**src/sus_pkg.sv**
```systemverilog
// ----------------------------------------------------------------------------
// sus_pkg
// Types and constants shared by the sorted unique set modules.
// ----------------------------------------------------------------------------
`default_nettype none

package sus_pkg;

    // Number of cells in the store and the width of the fill count.
    localparam int CAPACITY = 64;
    localparam int CNT_W    = $clog2(CAPACITY + 1);
    localparam int DATA_W   = 32;

    // Command codes of the input beat.
    typedef enum logic [1:0] {
        CMD_INSERT = 2'd0,
        CMD_DELETE = 2'd1,
        CMD_CLEAR  = 2'd2,
        CMD_DUMP   = 2'd3
    } t_cmd;

    // Commands from the controller to the datapath.
    typedef struct packed {
        logic capture;
        logic do_insert;
        logic do_delete;
        logic do_clear;
        logic dump_start;
        logic emit;
    } t_ctrl;

    // Status from the datapath to the controller.
    typedef struct packed {
        t_cmd cmd;
        logic empty;
        logic dump_last;
        logic out_busy;
    } t_status;

endpackage

`default_nettype wire

```
**src/sus_ctrl.sv**
```systemverilog
// ----------------------------------------------------------------------------
// sus_ctrl
// Controller: accepts a command, sequences its update or its dump stream.
// ----------------------------------------------------------------------------
`default_nettype none

module sus_ctrl (
    input  wire logic            i_clk,
    input  wire logic            i_rst_n,
    input  wire logic            i_in_valid,
    output logic                 o_in_ready,
    input  sus_pkg::t_status     i_status,
    output sus_pkg::t_ctrl       o_ctrl
);

    typedef enum logic [2:0] {
        S_IDLE  = 3'b001,
        S_APPLY = 3'b010,
        S_DUMP  = 3'b100
    } t_state;

    t_state r_state;
    t_state n_state;

    // Next state and command decode.
    always_comb begin
        n_state    = r_state;
        o_ctrl     = '0;
        o_in_ready = 1'b0;
        case (r_state)
            S_IDLE: begin
                o_in_ready = 1'b1;
                if (i_in_valid) begin
                    o_ctrl.capture = 1'b1;
                    n_state        = S_APPLY;
                end
            end
            S_APPLY: begin
                n_state = S_IDLE;
                case (i_status.cmd)
                    sus_pkg::CMD_INSERT: o_ctrl.do_insert = 1'b1;
                    sus_pkg::CMD_DELETE: o_ctrl.do_delete = 1'b1;
                    sus_pkg::CMD_CLEAR:  o_ctrl.do_clear  = 1'b1;
                    sus_pkg::CMD_DUMP: begin
                        o_ctrl.dump_start = 1'b1;
                        n_state           = S_DUMP;
                    end
                    default: n_state = S_IDLE;
                endcase
            end
            S_DUMP: begin
                // One beat is loaded whenever the output register is free.
                if (!i_status.out_busy) begin
                    o_ctrl.emit = 1'b1;
                    if (i_status.empty || i_status.dump_last) begin
                        n_state = S_IDLE;
                    end
                end
            end
            default: n_state = S_IDLE;
        endcase
    end

    // State register.
    always_ff @(posedge i_clk) begin
        if (!i_rst_n) begin
            r_state <= S_IDLE;
        end else begin
            r_state <= n_state;
        end
    end

endmodule

`default_nettype wire

```
**config.mk**
```make
export PLATFORM = sky130hd
export DESIGN_NAME = sus_ctrl
export DESIGN_NICKNAME = d
export VERILOG_FILES = /design/src/sus_pkg.sv /design/src/sus_ctrl.sv
export SDC_FILE = /design/constraint.sdc
export NUM_CORES = 1
export LEC_CHECK = 0
export BUFFER_PORTS_ARGS = -buffer_cell sky130_fd_sc_hd__clkbuf_2
export CAP_MARGIN = 10
export CELL_PAD_IN_SITES_DETAIL_PLACEMENT = 1
export CELL_PAD_IN_SITES_GLOBAL_PLACEMENT = 2
export CORE_AREA = 2 2 39 41
export DETAILED_ROUTE_END_ITERATION = 10
export DIE_AREA = 0 0 41 43
export PLACE_DENSITY_LB_ADDON = 0.1
export SLEW_MARGIN = 15
export SYNTH_ARGS = -nofsm -noshare
export SYNTH_HDL_FRONTEND = slang
export SYNTH_SLANG_ARGS = --single-unit
```
**constraint.sdc**
```tcl
create_clock -name i_clk -period 2.8 [get_ports i_clk]
set_input_delay 0.84 -clock i_clk [delete_from_list [all_inputs] [get_ports i_clk]]
set_output_delay 0.84 -clock i_clk [all_outputs]
set_load 0.03 [all_outputs]
```
Word level (Yosys, flattened, before mapping):

Cells that the tools add are included.

* register bits: 3
* bits in latches: 0
* RAM bits: 0
* memory bits (read-only): 0
* input bits: 8
* output and inout port bits: 7
* word-level logic and storage cells: 28
* memories kept: 0

* add/subtract/negate cells: 0
* multipliers: 0
* divide/modulo/power cells: 0
* order comparisons: 0
* equal/unequal tests: 9
* shifts and indexed selects: 0
* multiplexer cells: 15
* bitwise operators: 0
* reduce and logical (&&, ||, !) cells: 3

Operators with widths (count)
* 3-bit 2-to-1 mux: 4
* 1-bit 2-to-1 mux: 9
* 3-bit one-hot mux with 3 select lines: 1
* 2-bit != test, second input constant: 3
* 2-bit == test, second input constant: 2
* 4-bit 2-to-1 mux: 1
* 3-bit by 1-bit == test with 1-bit output, second input constant: 1
* 3-bit by 2-bit == test with 1-bit output, second input constant: 1
* 3-bit == test, second input constant: 1
* 3-bit AND reduction: 1
* 2-bit by 1-bit == test with 1-bit output, second input constant: 1
* 2-bit zero test: 1
* 1-bit logical OR: 1

Longest topological paths before layout:

* depth after elaboration: 4
* mapped depth: 3
* gate-level depth less buffers: 3

Least setup slack after synthesis:

Ideal clock, no wire load.

* kind: input -> output
* start: input i_status[3] (netlist bit)
* end: output o_ctrl[4] (netlist bit)
* data arrival time: 1.576 ns
* required time: 1.960 ns
* path slack: 0.384 ns
* stages on the path: 1
* buffers on the path: 0
* path through: nor3b_1

* cells in the longest elaborated chain, start to end: 3

RTL lines
* start, declared: line sus_ctrl.sv:12 `input sus_pkg::t_status i_status,`
* 2-bit zero test: line sus_ctrl.sv:40 `case (i_status.cmd)`
* 1-bit 2-to-1 mux: line sus_ctrl.sv:40
* 4-bit 2-to-1 mux: line sus_ctrl.sv:30 `case (r_state)`
* end, declared: line sus_ctrl.sv:13 `output sus_pkg::t_ctrl o_ctrl`

Every way passes these cells.

==> results.toml <==
[logic_synthesis]
synth.area.mux_share_pct = 0
yosysTopAreaCellShare_pct = 30.97
netlist_area_um2 = 193.9
synth_compound_area_share_pct = 13.55
synthFlopType = "dfxtp_1"
synth_area_per_cell_um2 = 9.697
ys_ff_latch = 3
synth_edf_count = 0
synth_cells = 20
synth_area_leader_cell = "dfxtp_1"
synth_fa_ha_area_share_pct = 0
yosysMostFrequentCell = "dfxtp_1"
synthSimpleGateAreaFrac_pct = 51.61
synth_top_family_by_area = "simple AND/OR/NAND/NOR gates"
yosysUniqueCellTypes = 15
yosysWarnings = 0
ys_seq_area_share_pct = 30.97
synthArstFlopShare_pct = 0
synth.top_cells.by_count = "dfxtp_1 (3), and2_1 (2), and3_1 (2), nor3b_1 (2)"
syn-num-nets = 28
synth_area_leaders = "dfxtp_1 (31%), nor3b_4 (9.7%), nor3b_1 (7.7%), and2_1 (6.5%), and3_1 (6.5%)"
synth_xor_area_share_pct = 0

[final_layout]
top_register = "r_state"
drive_above_1_share_pct = 54.05
antenna_cells = 0
area_delta_synth_final_pct = 56.13
final_nets = 46
largest_reg_flops = 3
fillers = 175
multi_input_area_um2 = 126.4
reg_top3 = "r_state: 3 flops"
instances_no_fill = 53
final_core_util_pct = 21.88
ff_latch_area_um2 = 60.06
stdcell_area_um2 = 302.8

[hold_path]
min_from = "r_state[1]$_SDFFE_PN0P_"
hold_class = "flip-flop to flip-flop"

[clock_tree]
cts_num_sinks = 3
h-tree-depth = 1
numCtsBuffers = 3
root_buffer = "clkbuf_4"
post_cts.repair.setup_buffers = 0
cts_max_path_buffers = 2
cts_resized = 0
clk_pin_slew_ps = 40
clkLatencyLatePin_ps = 230
postCtsHoldBufs = 0
cts_tree = "done"

[power]
power_mw = 0.1556
leakagePower_nw = 0.1534
ir_drop_mv = 0.1716
p_per_area_nw_per_um2 = 513.7

[setup_path]
r2r-start = "r_state[2]$_SDFFE_PN0P_"
cp.required_ps = 1960
worstPathArrival_ps = 1380
crit_fanout = 5
worstSetupStartpoint = "i_status[3]"
start_kind = "input pin"
r2r_setup_slack_ps = 1730
cp-end-kind = "primary output"
worstSetupPathType = "input pin to primary output"

[sta]
relSlewSlack_pct = 81.77
worst_pin_slew_ps = 272.3
finalSetupViolCount = 0
grt_setup_unrepaired = "false"
slew_viol_final = 0
period_share_pct = 79.24
setup_ws_ps = 581.4
finClkSkew_ps = 3.386
hold_viol = 0
period_needed_ps = 2219
fmax_mhz = 450.7
tns_ps = 0
holdWs_ps = 655.0

[placement]
port_buffers = 14
dp.cells = 49
gp_congestion = 0.5482
placed_cell_area_um2 = 276.5
pre_cts_ws_ps = 579.9

[global_route]
antenna_found_initial = 0
first_global_vias = 230
grt_pass1_wl_um = 834
grt_overflow = 0
grt_usage_pct = 7.415
grt_start_max_net_pins = 6

[route]
wl_um = 509
drtIter0Drc = 0
viasPerCell = 3.925
via_count = 208
postRouteAntennaNets = 0
drcViolationCount = 0
wire_per_inst_um = 9.604
dr.pass1.iters = 1

[die]
die_area_um2 = 1763
coreArea_um2 = 1384
fp.dieW_um = 41
start_util_pct = 14.01
num_rows = 14
die_h_um = 43
pin_count = 15

[status]
outcome = "complete, no violations"

[job]
cap_viol_max_count = 0
==> layout make-up <==
| cell class | count | share of cell area (%) |
|---|---|---|
| timing repair buffer | 14 | 23.14 |
| sequential | 3 | 19.83 |
| multi-input combinational | 16 | 41.74 |
| clock buffer | 4 | 8.678 |
| tap | 16 | 6.612 |
==> per-layer routing <==
layer	vias up	share of wire (%)	global-route usage [%]
met5	-	0	0
met4	0	0	8.000
met3	0	17	2.094
met2	13	48	11.25
met1	89	35	7.029
li1	106	-	-
==> critical path, cell delays in order <==
cell and delay, ps:
clkbuf_2 110, nor3b_1 190, clkbuf_2 230
==> worst paths after layout <==
kind | endpoint | cells after the start
worst max-delay path | o_ctrl[4] | 3
worst min-delay path | r_state[0]$_SDFFE_PN1P_ | 2
worst max register to register | r_state[0]$_SDFFE_PN1P_ | 3
worst min register to register | r_state[0]$_SDFFE_PN1P_ | 2
==> placed cells by master, fill, tap and decap left out, drive strengths merged, types with 2 or more instances in the layout <==
cell type	Yosys	routed
and3	2	2
and2	2	2
clkbuf	0	18
dfxtp	3	3
nor3b	4	4
==> power by group <==
part | internal [mW] | switching (mW) | leakage (nW) | total [mW]
Combinational | 0.0129 | 0.0184 | 0.114 | 0.0313
Sequential | 0.0458 | 0.00284 | 0.0246 | 0.0486
Clock | 0.0534 | 0.0222 | 0.0150 | 0.0756
Total | 0.112 | 0.0434 | 0.153 | 0.156
==> cell families (layout without fill, tap and decap cells) <==
group / Yosys count / count (layout)
and+or+nand+nor: 13 / 13
AOI/OAI and AO/OA: 3 / 3
DFF: 3 / 3
buffers and inverters: 1 / 18
Power figures use the tool's default switching activity.
